$ cat src/design/bsa_pkg.sv
// bsa_pkg: shared types, codes and helpers for the bitmap slot allocator.
// No dependencies; imported by every module of the block.
`timescale 1ns / 1ps
package bsa_pkg;

  localparam int SLOTS    = 64;
  localparam int SLOT_W   = 6;
  localparam int WORD_W   = 32;
  localparam int GROUP_W  = 8;
  localparam int GROUPS   = 8;
  localparam int OCC_W    = GROUPS * GROUP_W;

  // Slots at or above SLOTS never count as free.
  localparam logic [OCC_W-1:0] SLOT_MASK =
    (SLOTS >= OCC_W) ? {OCC_W{1'b1}} : ((OCC_W'(1) << SLOTS) - OCC_W'(1));
  localparam logic [SLOT_W:0] SLOTS_EXT = (SLOT_W+1)'(SLOTS);

  // Request modes
  localparam logic [1:0] MODE_ALLOC = 2'd0;
  localparam logic [1:0] MODE_CTRL  = 2'd1;
  localparam logic [1:0] MODE_FREE  = 2'd2;

  // Request kinds
  localparam logic [1:0] KIND_PIXEL = 2'd0;
  localparam logic [1:0] KIND_TILE  = 2'd1;

  // Result status codes
  localparam logic [1:0] ST_OK       = 2'd0;
  localparam logic [1:0] ST_BAD_KIND = 2'd1;
  localparam logic [1:0] ST_FULL     = 2'd2;
  localparam logic [1:0] ST_RANGE    = 2'd3;

  // Controller to datapath commands
  typedef struct packed {
    logic load;   // capture request word
    logic scan;   // register per-group free flags
    logic exec;   // resolve request, update bitmap, drive result
  } bsa_cmd_t;

  // Index of the lowest set bit of an 8-bit vector (0 when empty).
  function automatic logic [2:0] lsb8(logic [GROUP_W-1:0] v);
    logic [2:0] idx;
    idx = 3'd0;
    for (int i = GROUP_W - 1; i >= 0; i--) begin
      if (v[i]) idx = 3'(i);
    end
    return idx;
  endfunction

endpackage

$ cat src/design/bitmap_slot_allocator.sv
// bitmap_slot_allocator: top level, joins the sequencer and the datapath.
// Depends on bsa_pkg, bsa_ctrl and bsa_datapath.
`timescale 1ns / 1ps
// Slot allocator over a 64-entry occupancy bitmap, all slots free after reset.
// A request word (mode, kind, slot, word) is taken at a clock edge where
// start_i is high and busy_o is low. Every request gives exactly one result
// word, shown for a single cycle with done_o high once the request has passed
// through the scan and exec states. The receiver cannot stall it, so it must
// sample done_o every cycle. busy_o is high for one cycle after each accept,
// so a new request can be taken while the previous one is in exec: the scan
// state registers per-group free flags from the bitmap; the exec state picks the
// lowest free group and the lowest free bit inside it, updates the bitmap and
// registers the result. Because the bitmap update lands on the edge where
// the next request is taken, back-to-back allocations
// always see each other. Modes: allocate returns the lowest free slot and a
// control write of word (or status "full"); control writes word to the named
// slot; free clears the slot's bit and writes zero. Kinds other than pixel or
// tile are rejected with no side effect; out-of-range slots report a range
// error and perform nothing. On any error result_slot_o, reg_write_o and
// reg_value_o are zero.
module bitmap_slot_allocator (
  input  logic                          clk_i,
  input  logic                          rst_ni,
  input  logic                          start_i,
  output logic                          busy_o,
  input  logic [1:0]                    mode_i,
  input  logic [1:0]                    kind_i,
  input  logic [bsa_pkg::SLOT_W-1:0]    slot_i,
  input  logic [bsa_pkg::WORD_W-1:0]    word_i,
  output logic                          done_o,
  output logic [1:0]                    status_o,
  output logic [bsa_pkg::SLOT_W-1:0]    result_slot_o,
  output logic                          reg_write_o,
  output logic [bsa_pkg::WORD_W-1:0]    reg_value_o
);
  import bsa_pkg::*;

  bsa_cmd_t cmd;

  // sequencer: idle / scan / exec
  bsa_ctrl u_ctrl (
    .clk_i  (clk_i),
    .rst_ni (rst_ni),
    .start_i(start_i),
    .busy_o (busy_o),
    .cmd_o  (cmd)
  );

  // bitmap, search and result register
  bsa_datapath u_dp (
    .clk_i        (clk_i),
    .rst_ni       (rst_ni),
    .cmd_i        (cmd),
    .mode_i       (mode_i),
    .kind_i       (kind_i),
    .slot_i       (slot_i),
    .word_i       (word_i),
    .done_o       (done_o),
    .status_o     (status_o),
    .result_slot_o(result_slot_o),
    .reg_write_o  (reg_write_o),
    .reg_value_o  (reg_value_o)
  );

endmodule

$ cat src/design/bsa_ctrl.sv
// bsa_ctrl: request sequencer of the bitmap slot allocator.
// Depends on bsa_pkg for the command struct.
`timescale 1ns / 1ps
module bsa_ctrl (
  input  logic              clk_i,
  input  logic              rst_ni,
  input  logic              start_i,
  output logic              busy_o,
  output bsa_pkg::bsa_cmd_t cmd_o
);
  import bsa_pkg::*;

  localparam logic [1:0] S_IDLE = 2'd0;
  localparam logic [1:0] S_SCAN = 2'd1;
  localparam logic [1:0] S_EXEC = 2'd2;

  logic [1:0] state_q, state_d;

  always_comb begin
    state_d = state_q;
    unique case (state_q)
      S_IDLE: begin
        if (start_i) state_d = S_SCAN;
      end
      S_SCAN: begin
        state_d = S_EXEC;
      end
      S_EXEC: begin
        // next word may enter while this one resolves
        state_d = start_i ? S_SCAN : S_IDLE;
      end
      default: begin
        state_d = S_IDLE;
      end
    endcase
  end

  always_ff @(posedge clk_i or negedge rst_ni) begin
    if (!rst_ni) begin
      state_q <= S_IDLE;
    end else begin
      state_q <= state_d;
    end
  end

  assign busy_o     = (state_q == S_SCAN);
  assign cmd_o.load = start_i && !busy_o;
  assign cmd_o.scan = (state_q == S_SCAN);
  assign cmd_o.exec = (state_q == S_EXEC);

endmodule

$ cat src/design/bsa_datapath.sv
// bsa_datapath: occupancy bitmap, two-level first-free search and result register.
// Depends on bsa_pkg for codes, constants and the command struct.
`timescale 1ns / 1ps
module bsa_datapath (
  input  logic                          clk_i,
  input  logic                          rst_ni,
  input  bsa_pkg::bsa_cmd_t             cmd_i,
  input  logic [1:0]                    mode_i,
  input  logic [1:0]                    kind_i,
  input  logic [bsa_pkg::SLOT_W-1:0]    slot_i,
  input  logic [bsa_pkg::WORD_W-1:0]    word_i,
  output logic                          done_o,
  output logic [1:0]                    status_o,
  output logic [bsa_pkg::SLOT_W-1:0]    result_slot_o,
  output logic                          reg_write_o,
  output logic [bsa_pkg::WORD_W-1:0]    reg_value_o
);
  import bsa_pkg::*;

  // request word
  logic [1:0]        mode_q, kind_q;
  logic [SLOT_W-1:0] slot_q;
  logic [WORD_W-1:0] word_q;

  logic [OCC_W-1:0]  occ_q, occ_d;
  logic [GROUPS-1:0] grp_free_q, grp_free_d;

  logic              done_q;
  logic [1:0]        status_q, status_d;
  logic [SLOT_W-1:0] rslot_q, rslot_d;
  logic              wr_q, wr_d;
  logic [WORD_W-1:0] val_q, val_d;

  logic [2:0]         grp_sel, bit_sel;
  logic [GROUP_W-1:0] grp_avail;
  logic [SLOT_W-1:0]  alloc_idx;
  logic               in_range;

  // first level: one free flag per group of eight slots
  always_comb begin
    for (int g = 0; g < GROUPS; g++) begin
      grp_free_d[g] = |(~occ_q[g*GROUP_W +: GROUP_W] & SLOT_MASK[g*GROUP_W +: GROUP_W]);
    end
  end

  // second level: lowest free group, then lowest free bit inside it
  assign grp_sel   = lsb8(grp_free_q);
  assign grp_avail = ~occ_q[{grp_sel, 3'b000} +: GROUP_W]
                     & SLOT_MASK[{grp_sel, 3'b000} +: GROUP_W];
  assign bit_sel   = lsb8(grp_avail);
  assign alloc_idx = {grp_sel, bit_sel};
  assign in_range  = {1'b0, slot_q} < SLOTS_EXT;

  always_comb begin
    occ_d    = occ_q;
    status_d = ST_OK;
    rslot_d  = '0;
    wr_d     = 1'b0;
    val_d    = '0;
    if (kind_q != KIND_PIXEL && kind_q != KIND_TILE) begin
      status_d = ST_BAD_KIND;
    end else begin
      case (mode_q)
        MODE_ALLOC: begin
          if (grp_free_q == '0) begin
            status_d = ST_FULL;
          end else begin
            occ_d[alloc_idx] = 1'b1;
            rslot_d          = alloc_idx;
            wr_d             = 1'b1;
            val_d            = word_q;
          end
        end
        MODE_CTRL: begin
          if (!in_range) begin
            status_d = ST_RANGE;
          end else begin
            rslot_d = slot_q;
            wr_d    = 1'b1;
            val_d   = word_q;
          end
        end
        MODE_FREE: begin
          if (!in_range) begin
            status_d = ST_RANGE;
          end else begin
            occ_d[slot_q] = 1'b0;
            rslot_d       = slot_q;
            wr_d          = 1'b1;
          end
        end
        default: begin
          // unused mode: no operation
        end
      endcase
    end
  end

  always_ff @(posedge clk_i or negedge rst_ni) begin
    if (!rst_ni) begin
      occ_q  <= '0;
      done_q <= 1'b0;
    end else begin
      done_q <= cmd_i.exec;
      if (cmd_i.exec) occ_q <= occ_d;
    end
  end

  always_ff @(posedge clk_i) begin
    if (cmd_i.load) begin
      mode_q <= mode_i;
      kind_q <= kind_i;
      slot_q <= slot_i;
      word_q <= word_i;
    end
    if (cmd_i.scan) grp_free_q <= grp_free_d;
    if (cmd_i.exec) begin
      status_q <= status_d;
      rslot_q  <= rslot_d;
      wr_q     <= wr_d;
      val_q    <= val_d;
    end
  end

  assign done_o        = done_q;
  assign status_o      = status_q;
  assign result_slot_o = rslot_q;
  assign reg_write_o   = wr_q;
  assign reg_value_o   = val_q;

endmodule

$ cat config.mk
export PLATFORM = sky130hd
export DESIGN_NAME = bitmap_slot_allocator
export DESIGN_NICKNAME = d
export VERILOG_FILES = /design/src/design/bsa_pkg.sv /design/src/design/bitmap_slot_allocator.sv /design/src/design/bsa_ctrl.sv /design/src/design/bsa_datapath.sv
export SDC_FILE = /design/constraint.sdc
export NUM_CORES = 1
export LEC_CHECK = 0
export BUFFER_PORTS_ARGS = -buffer_cell sky130_fd_sc_hd__buf_2
export CAP_MARGIN = 15
export CORE_MARGIN = 3
export CORE_UTILIZATION = 58
export DETAILED_ROUTE_END_ITERATION = 10
export GPL_TIMING_DRIVEN = 0
export PLACE_DENSITY = 0.8
export SLEW_MARGIN = 0
export SYNTH_ARGS = -nofsm -noshare
export SYNTH_HDL_FRONTEND = slang
export SYNTH_SLANG_ARGS = --single-unit
export TNS_END_PERCENT = 100
$ cat constraint.sdc
create_clock -name clk_i -period 4.2 [get_ports clk_i]
set_clock_uncertainty 0.05 [all_clocks]
set_input_delay 0.42 -clock clk_i [delete_from_list [all_inputs] [get_ports clk_i]]
set_output_delay 0.42 -clock clk_i [all_outputs]
set_load 0.005 [all_outputs]
==> results of run 1 <==
worst register-to-register path: stages (launching register included):
cell and delay, ns:
edfxtp_1 0.49, or2_1 0.31, buf_2 0.20, nor4_2 0.71
a222oi_1 0.21, a21oi_1 0.21, a311oi_1 0.14, nor4b_4 0.65
buf_4 0.32, nand4_1 0.16, o21ai_1 0.17
where the power goes:
part	leakage [nW]	internal (W)	total (W)	switching, W
registers	1.77	0.00170	0.00172	0.0000229
clock network	0.267	0.000814	0.00143	0.000616
logic	1.07	0.0000768	0.000232	0.000155
total	3.11	0.00259	0.00338	0.000794
cell type report:
class	count	area [um^2]	share of cell area (%)
buffer	25	126	1.54
clock inverter	13	116	1.41
tap	143	179	2.17
inverter	7	26.3	0.319
clock buffer	18	429	5.21
timing repair buffer	89	498	6.05
sequential	157	4380	53.2
multi-input combinational	408	2480	30.1
placed cells by master, fill, tap and decap left out, types with 8 or more instances in the layout:
master and count:
a21oi_1 8, and2_1 33, buf_2 91, clkbuf_1 14, clkbuf_16 17, dfrtp_1 67, edfxtp_1 90, nand2_1 27
nand3_1 25, nand4_1 27, nor2_1 27, nor2b_1 12, nor3_1 9, o21ai_0 116, o21ai_1 21, or2_2 8
state kept, by name, indices dropped and copies added (netlist names):
signal,cells
u_dp.done_o,1
u_dp.reg_value_o,32
u_dp.result_slot_o,6
u_dp.word_q,32
u_dp.occ_q,64
u_dp.mode_q,2
u_dp.reg_write_o,1
u_dp.grp_free_q,8
u_dp.slot_q,6
u_ctrl.state_q,2
u_dp.kind_q,1
u_dp.status_o,2
metal layers:
metal | track usage (%) | vias up | routed length [um]
met1 | 45.6 | 2778 | 8170
met5 | 0 | - | 0
met3 | 8.67 | 80 | 2690
li1 | - | 2494 | -
met2 | 46.6 | 417 | 9280
met4 | 15.0 | 0 | 861
cell families (layout without fill, tap and decap cells):
kind of cell | after synthesis | after routing | synth area share (%)
and+or+nand+nor | 199 | 199 | 16.0
buffers and inverters | 32 | 152 | 2.18
adders and majority gates | 4 | 4 | 0.716
AOI/OAI and AO/OA | 198 | 198 | 17.4
muxes | 7 | 7 | 1.04
DFF | 157 | 157 | 62.6
synth_stat cells, types with 3 or more instances:
library cell  count  area (um^2)
buf_2             5         25.0
o21ai_1          21          105
a2111oi_2         3         45.0
clkbuf_1         13         48.8
o32ai_1           3         26.3
and2_1           33          206
a22oi_1           6         45.0
o31ai_1           4         30.0
buf_4             3         22.5
a21oi_1           8         40.0
a211oi_1          4         30.0
nand3_1          25          125
mux2i_1           5         50.1
nor2_1           27          101
nand3b_1          4         30.0
nand4_1          27          169
ha_1              4         50.1
edfxtp_1         90         2700
dfrtp_1          67         1680
nand2_1          27          101
or2_2             8         50.1
nor2b_1          14         87.6
o211ai_1          7         52.6
o21ai_0         116          581
nand2b_1          5         31.3
nor3_1            9         45.0
inv_1             7         26.3
worst min path at each step:
stage          cells after the start                 to  slack, ns               from
2_1_floorplan                      0  u_ctrl.state_q[0]       0.07             rst_ni
3_3_place_gp                       1  u_ctrl.state_q[1]       0.38  u_ctrl.state_q[1]
3_5_place_dp                       1  u_ctrl.state_q[1]       0.40  u_ctrl.state_q[1]
4_1_cts                            1     u_dp.occ_q[39]       0.09             rst_ni
5_1_grt                            1     u_dp.word_q[5]       0.11          word_i[5]
6_report                           1     u_dp.occ_q[22]       0.08             rst_ni
through the flow:
stage	std cells	cell area [um^2]	total power, W	setup TNS [ns]	setup WS [ns]
after floorplan	597	6990	0.00185	0	0.523
after global placement	826	7600	0.00196	-39.52	-0.766
after detailed placement	829	7680	0.00198	0	0.680
after CTS	860	8230	0.00338	0	0.659
after global routing	860	8230	0.00347	0	0.358
final	860	8230	0.00338	0	0.497
==> impl_metrics.sql, run 1 <==
INSERT INTO impl_metrics (metric_group, metric, value, unit) VALUES
('finish', 'nNetsFinal', '754', ''),
('synthesis', 'synth-edff-count', '90', ''),
('clocking', 'holdBufCountCts', '0', ''),
('placed_design', 'dp.final_hpwl', '14.9', 'mm'),
('setup_path', 'startpoint', 'u_dp.grp_free_q[1]', ''),
('setup_path', 'worst_setup_path_end_kind', 'register', ''),
('timing', 'max-slew-margin-rel', '15.3', '%'),
('route', 'wirelength', '21.0', 'mm'),
('timing', 'period_needed', '3.70', 'ns'),
('route', 'routed_wirelength_normalized_by_instance_count', '24.4', 'um'),
('setup_path', 'critPathBufInv', '2', ''),
('synthesis', 'netlist-cell-type-count', '65', ''),
('route', 'routed_via_density', '6.71', ''),
('synthesis', 'synth-warning-count', '0', ''),
('setup_path', 'reg2reg_depth', '10', ''),
('floorplan', 'ios', '88', ''),
('grt', 'grt_antenna_before_repair', '0', ''),
('clocking', 'cts-htree-levels', '4', ''),
('timing', 'grt_setup_unrepaired', 'no', ''),
('finish', 'nFillCells', '846', ''),
('setup_path', 'worstPathMaxFanout', '10', ''),
('timing', 'final_hold_slack', '0.0754', 'ns'),
('clocking', 'cts_root_buffer', 'clkbuf_16', ''),
('setup_path', 'cp_capture_point', 'u_dp.occ_q[54]', ''),
('synthesis', 'synth-main-ff-cell', 'edfxtp_1', ''),
('setup_path', 'startpoint_class_of_the_critical_path', 'register', ''),
('clocking', 'clk_pin_slew_worst_paths', '0.06', 'ns'),
('synthesis', 'netlist_area', '6990', 'um^2'),
('hold_path', 'hold_path_class', 'in2async', ''),
('clocking', 'clock_sink_count', '157', ''),
('status', 'result_of_the_run', 'finished clean', ''),
('route', 'remaining_drc_errors', '0', ''),
('floorplan', 'fp.dieH', '116', 'um'),
('floorplan', 'placement_rows', '39', ''),
('setup_path', 'slowest_delay', '0.71', 'ns'),
('setup_path', 'rr_endpoint', 'u_dp.occ_q[54]', ''),
('timing', 'achievable_clock_frequency', '0.270', 'GHz'),
('clocking', 'clock_tree_from_tritoncts', 'done', ''),
('synthesis', 'total_nets_after_synthesis', '646', ''),
('grt', 'grt_remaining_overflow', '0', ''),
('synthesis', 'synth_area_per_cell', '11.7', 'um^2'),
('clocking', 'cts_resized', '0', ''),
('placed_design', 'port_buffers', '86', ''),
('setup_path', 'crit_arrival', '4.00', 'ns'),
('power', 'peakVddDrop', '0.335', 'mV'),
('floorplan', 'die_width', '116', 'um'),
('finish', 'antenna_cells', '0', ''),
('power', 'static-leakage-power', '3.11', 'nW'),
('route', 'drt-initial-drc-count', '784', ''),
('synthesis', 'netlist_instances', '597', ''),
('run', 'drv.max_cap_violation_count', '0', ''),
('floorplan', 'dieArea', '13400', 'um^2'),
('synthesis', 'ys_seq_area_share', '62.6', '%'),
('grt', 'number_of_global_route_vias_before_repair', '5602', ''),
('setup_path', 'cp.depth', '10', ''),
('grt', 'grt_start_max_net_pins', '40', ''),
('setup_path', 'cp.required', '4.49', 'ns'),
('timing', 'final_hold_viol_count', '0', ''),
('grt', 'grt_pass1_wl', '31.5', 'mm'),
('placed_design', 'routabilityCongestion', '1.03', ''),
('synthesis', 'ys_ff_latch', '157', ''),
('setup_path', 'timing.critical_path.slowest_stage_cell', 'nor4_2', ''),
('setup_path', 'path_class', 'reg2reg', ''),
('clocking', 'clock_insertion_delay_worst_skew', '0.42', 'ns'),
('setup_path', 'critical-path-top-delay-family', 'simple AND/OR/NAND/NOR gates', ''),
('finish', 'synthToLayoutAreaGrowth', '17.7', '%'),
('clocking', 'clk_path_buf_depth', '2', ''),
('synthesis', 'ys_async_sr_fraction', '42.7', '%'),
('setup_path', 'worst_r2r_startpoint', 'u_dp.grp_free_q[1]', ''),
('setup_path', 'crit_path_cell_trace', 'or2_1, buf_2, nor4_2, a222oi_1, a21oi_1, a311oi_1, nor4b_4, buf_4, nand4_1, o21ai_1', ''),
('floorplan', 'start_util', '60.2', '%'),
('route', 'drt_first_pass_iters', '7', ''),
('finish', 'final_design_utilization', '70.9', '%'),
('route', 'ant_nets', '0', ''),
('grt', 'grt_util_all_layers', '32.2', '%'),
('route', 'via_count', '5769', ''),
('timing', 'final_max_slew_viol_count', '0', ''),
('clocking', 'post-cts-setup-buffer-count', '0', ''),
('timing', 'worst_slew_pin_slew', '1.26', 'ns'),
('clocking', 'numCtsBuffers', '17', ''),
('timing', 'setup_violations', '0', ''),
('finish', 'post_route_cells_drive_above_1_share', '21.9', '%'),
('timing', 'finalCritPeriodShare', '88.2', '%'),
('setup_path', 'reg2reg_slack', '0.50', 'ns'),
('floorplan', 'area_of_the_core', '11600', 'um^2'),
('power', 'power.density', '411', 'nW/um^2');
Power figures use the tool's default switching activity.
==> inputs of run 2 (changes only) <==
--- a/config.mk
+++ b/config.mk
@@ -8,10 +8,10 @@
 export BUFFER_PORTS_ARGS = -buffer_cell sky130_fd_sc_hd__buf_2
 export CAP_MARGIN = 15
 export CORE_MARGIN = 3
-export CORE_UTILIZATION = 58
+export CORE_UTILIZATION = 52
 export DETAILED_ROUTE_END_ITERATION = 10
 export GPL_TIMING_DRIVEN = 0
-export PLACE_DENSITY = 0.8
+export PLACE_DENSITY = 0.76
 export SLEW_MARGIN = 0
 export SYNTH_ARGS = -nofsm -noshare
 export SYNTH_HDL_FRONTEND = slang
==> constraint.sdc (replaced) <==
create_clock -name clk_i -period 3.1 [get_ports clk_i]
set_clock_uncertainty 0.05 [all_clocks]
set_input_delay 0.31 -clock clk_i [delete_from_list [all_inputs] [get_ports clk_i]]
set_output_delay 0.31 -clock clk_i [all_outputs]
set_load 0.005 [all_outputs]
==> impl_metrics.sql, run 2 (synthesized netlist as in run 1, its figures left out) <==
INSERT INTO impl_metrics (metric_group, metric, value, unit) VALUES
('setup_path', 'worst_r2r_startpoint', 'u_dp.grp_free_q[4]', ''),
('timing', 'grt_setup_unrepaired', 'yes', ''),
('route', 'wl_met2', '10.1', 'mm'),
('route', 'wl_met3', '2.29', 'mm'),
('grt', 'grt_util_all_layers', '29.2', '%'),
('power', 'peakVddDrop', '0.502', 'mV'),
('floorplan', 'placement_rows', '41', ''),
('setup_path', 'reg2reg_depth', '9', ''),
('setup_path', 'crit_arrival', '3.39', 'ns'),
('grt', 'number_of_global_route_vias_before_repair', '5682', ''),
('route', 'via_count', '5867', ''),
('setup_path', 'rr_endpoint', 'u_dp.occ_q[23]', ''),
('route', 'ant_nets', '0', ''),
('route', 'routed_wirelength_normalized_by_instance_count', '23.5', 'um'),
('finish', 'antenna_cells', '0', ''),
('timing', 'max-slew-margin-rel', '31.0', '%'),
('floorplan', 'area_of_the_core', '12900', 'um^2'),
('finish', 'multi_input_area', '2760', 'um^2'),
('floorplan', 'dieArea', '14900', 'um^2'),
('hold_path', 'timing.hold.worst_path_depth', '1', ''),
('clocking', 'cts-htree-levels', '4', ''),
('clocking', 'clock_insertion_delay_worst_skew', '0.43', 'ns'),
('grt', 'grt_remaining_overflow', '0', ''),
('floorplan', 'die_width', '122', 'um'),
('hold_path', 'hold_path_class', 'in2reg', ''),
('timing', 'finalCritPeriodShare', '99.7', '%'),
('timing', 'achievable_clock_frequency', '0.324', 'GHz'),
('power', 'total_power', '0.00476', 'W'),
('route', 'routed_via_density', '6.32', ''),
('placed_design', 'place.detailed.instances', '857', ''),
('clocking', 'clock_tree_from_tritoncts', 'done', ''),
('clocking', 'cts_root_buffer', 'clkbuf_16', ''),
('finish', 'nNetsFinal', '792', ''),
('finish', 'largest_register_ffs', '64', ''),
('placed_design', 'port_buffers', '86', ''),
('finish', 'nFillCells', '930', ''),
('finish', 'post_route_cells_drive_above_1_share', '29.2', '%'),
('finish', 'finalInstanceArea', '8920', 'um^2'),
('timing', 'worst_slew_pin_slew', '1.03', 'ns'),
('floorplan', 'start_util', '54.3', '%'),
('status', 'result_of_the_run', 'finished clean', ''),
('finish', 'seq_area', '4380', 'um^2'),
('grt', 'grt_pass1_wl', '31.8', 'mm'),
('hold_path', 'worstHoldEndpoint', 'u_dp.word_q[0]', ''),
('timing', 'final_hold_viol_count', '0', ''),
('setup_path', 'worstPathMaxFanout', '10', ''),
('floorplan', 'ios', '88', ''),
('finish', 'mostFrequentLayoutCell', 'o21ai_0', ''),
('route', 'drt_first_pass_iters', '8', ''),
('run', 'drv.max_cap_violation_count', '0', ''),
('placed_design', 'dpl_cell_area', '7700', 'um^2'),
('clocking', 'clock_sink_count', '157', ''),
('setup_path', 'path_class', 'reg2reg', ''),
('hold_path', 'hold_path_startpoint', 'word_i[0]', ''),
('route', 'wirelength', '21.8', 'mm'),
('timing', 'period_needed', '3.09', 'ns'),
('timing', 'fin_setup_tns', '0', 'ns'),
('clocking', 'clk_pin_slew_worst_paths', '0.06', 'ns'),
('placed_design', 'routabilityCongestion', '1.06', ''),
('floorplan', 'fp.dieH', '122', 'um'),
('route', 'remaining_drc_errors', '0', ''),
('clocking', 'numCtsBuffers', '17', ''),
('route', 'drt-met1-wl', '8.56', 'mm'),
('route', 'highest-signal-layer', 'met4', ''),
('setup_path', 'startpoint_class_of_the_critical_path', 'register', ''),
('timing', 'setup_violations', '0', ''),
('clocking', 'clk_path_buf_depth', '2', ''),
('route', 'drt-initial-drc-count', '684', ''),
('setup_path', 'cp.required', '3.40', 'ns'),
('grt', 'grt_start_max_net_pins', '68', ''),
('finish', 'final_design_utilization', '69.3', '%'),
('placed_design', 'dp.final_hpwl', '14.8', 'mm'),
('setup_path', 'worst_setup_path_end_kind', 'register', ''),
('power', 'static-leakage-power', '3.37', 'nW'),
('timing', 'final_max_slew_viol_count', '0', ''),
('finish', 'most-common-layout-cells', '105 x o21ai_0, 90 x edfxtp_1, 89 x buf_2, 67 x dfrtp_1, 33 x and2_1', ''),
('finish', 'regMostFlops', 'u_dp.occ_q', ''),
('setup_path', 'reg2reg_slack', '0.01', 'ns'),
('finish', 'synthToLayoutAreaGrowth', '27.6', '%'),
('finish', 'fin_cells', '928', ''),
('power', 'power.density', '533', 'nW/um^2'),
('grt', 'grt_antenna_before_repair', '0', '');
run 2: cell count changes in the layout (fill, tap and decap cells not counted), sizes merged:
cell / delta
clkbuf: -1
bufinv: +1
clkinv: -4
clkinvlp: +2
inv: +3
buf: +30
dlygate4sd3: +8
run 2: worst max-delay path by stage:
stage | start | end | slack (ns)
final | u_dp.grp_free_q[4] | u_dp.occ_q[23] | 0.01
after CTS | u_dp.grp_free_q[2] | u_dp.occ_q[20] | 0.02
after detailed placement | u_dp.grp_free_q[4] | u_dp.occ_q[28] | -0.67
after global routing | u_dp.grp_free_q[7] | u_dp.occ_q[20] | -0.11
after floorplan | u_ctrl.state_q[0] | u_dp.kind_q[1] | 0.1
after global placement | u_dp.grp_free_q[4] | u_dp.occ_q[36] | -0.77
run 2: through the flow:
step	setup slack (ns)	hold slack [ns]
floorplan	0.0979	-0.0356
global placement	-0.772	0.382
detailed placement	-0.671	0.417
CTS	0.0164	0.000130
global route	-0.108	0.000992
finish	0.0100	0.00663
run 2: report_power, final:
part           total, W  switching [W]  internal, W
clock network   0.00207       0.000873      0.00120
registers       0.00233      0.0000287      0.00230
logic          0.000357       0.000229     0.000128
total           0.00476        0.00113      0.00363
run 2: cell type report:
type / count / area share (%)
Sequential cell: 157 / 49.1
Clock buffer: 17 / 4.77
Tap cell: 172 / 2.41
Multi-Input combinational cell: 408 / 30.9
Buffer: 24 / 1.57
Inverter: 7 / 0.295
Clock inverter: 15 / 1.80
Timing Repair Buffer: 128 / 9.16
run 2: worst max-delay path, stage by stage, from the launching register on:
cell and delay [ns]:
edfxtp_1 0.48, buf_4 0.22, o31ai_4 0.41, nand2_1 0.20, a2111oi_4 0.50, a2111oi_2 0.12
a21boi_2 0.20, o31a_2 0.44, buf_4 0.23, o21ai_1 0.15
run 2: what timing repair did:
item	4_1_cts	5_1_grt
hold buffers	6	2
resized for setup	33	42
gates cloned	0	1
pin swaps	3	15
setup buffers	12	20
hold endpoints to repair	72	2
setup endpoints to repair	67	65
run 2: per-layer routing:
metal  global-route usage (%)  vias up
li1                         -     2563
met1                     39.9     2865
met2                     43.3      367
met3                     8.68       72
met4                     13.2        0
met5                        0        -
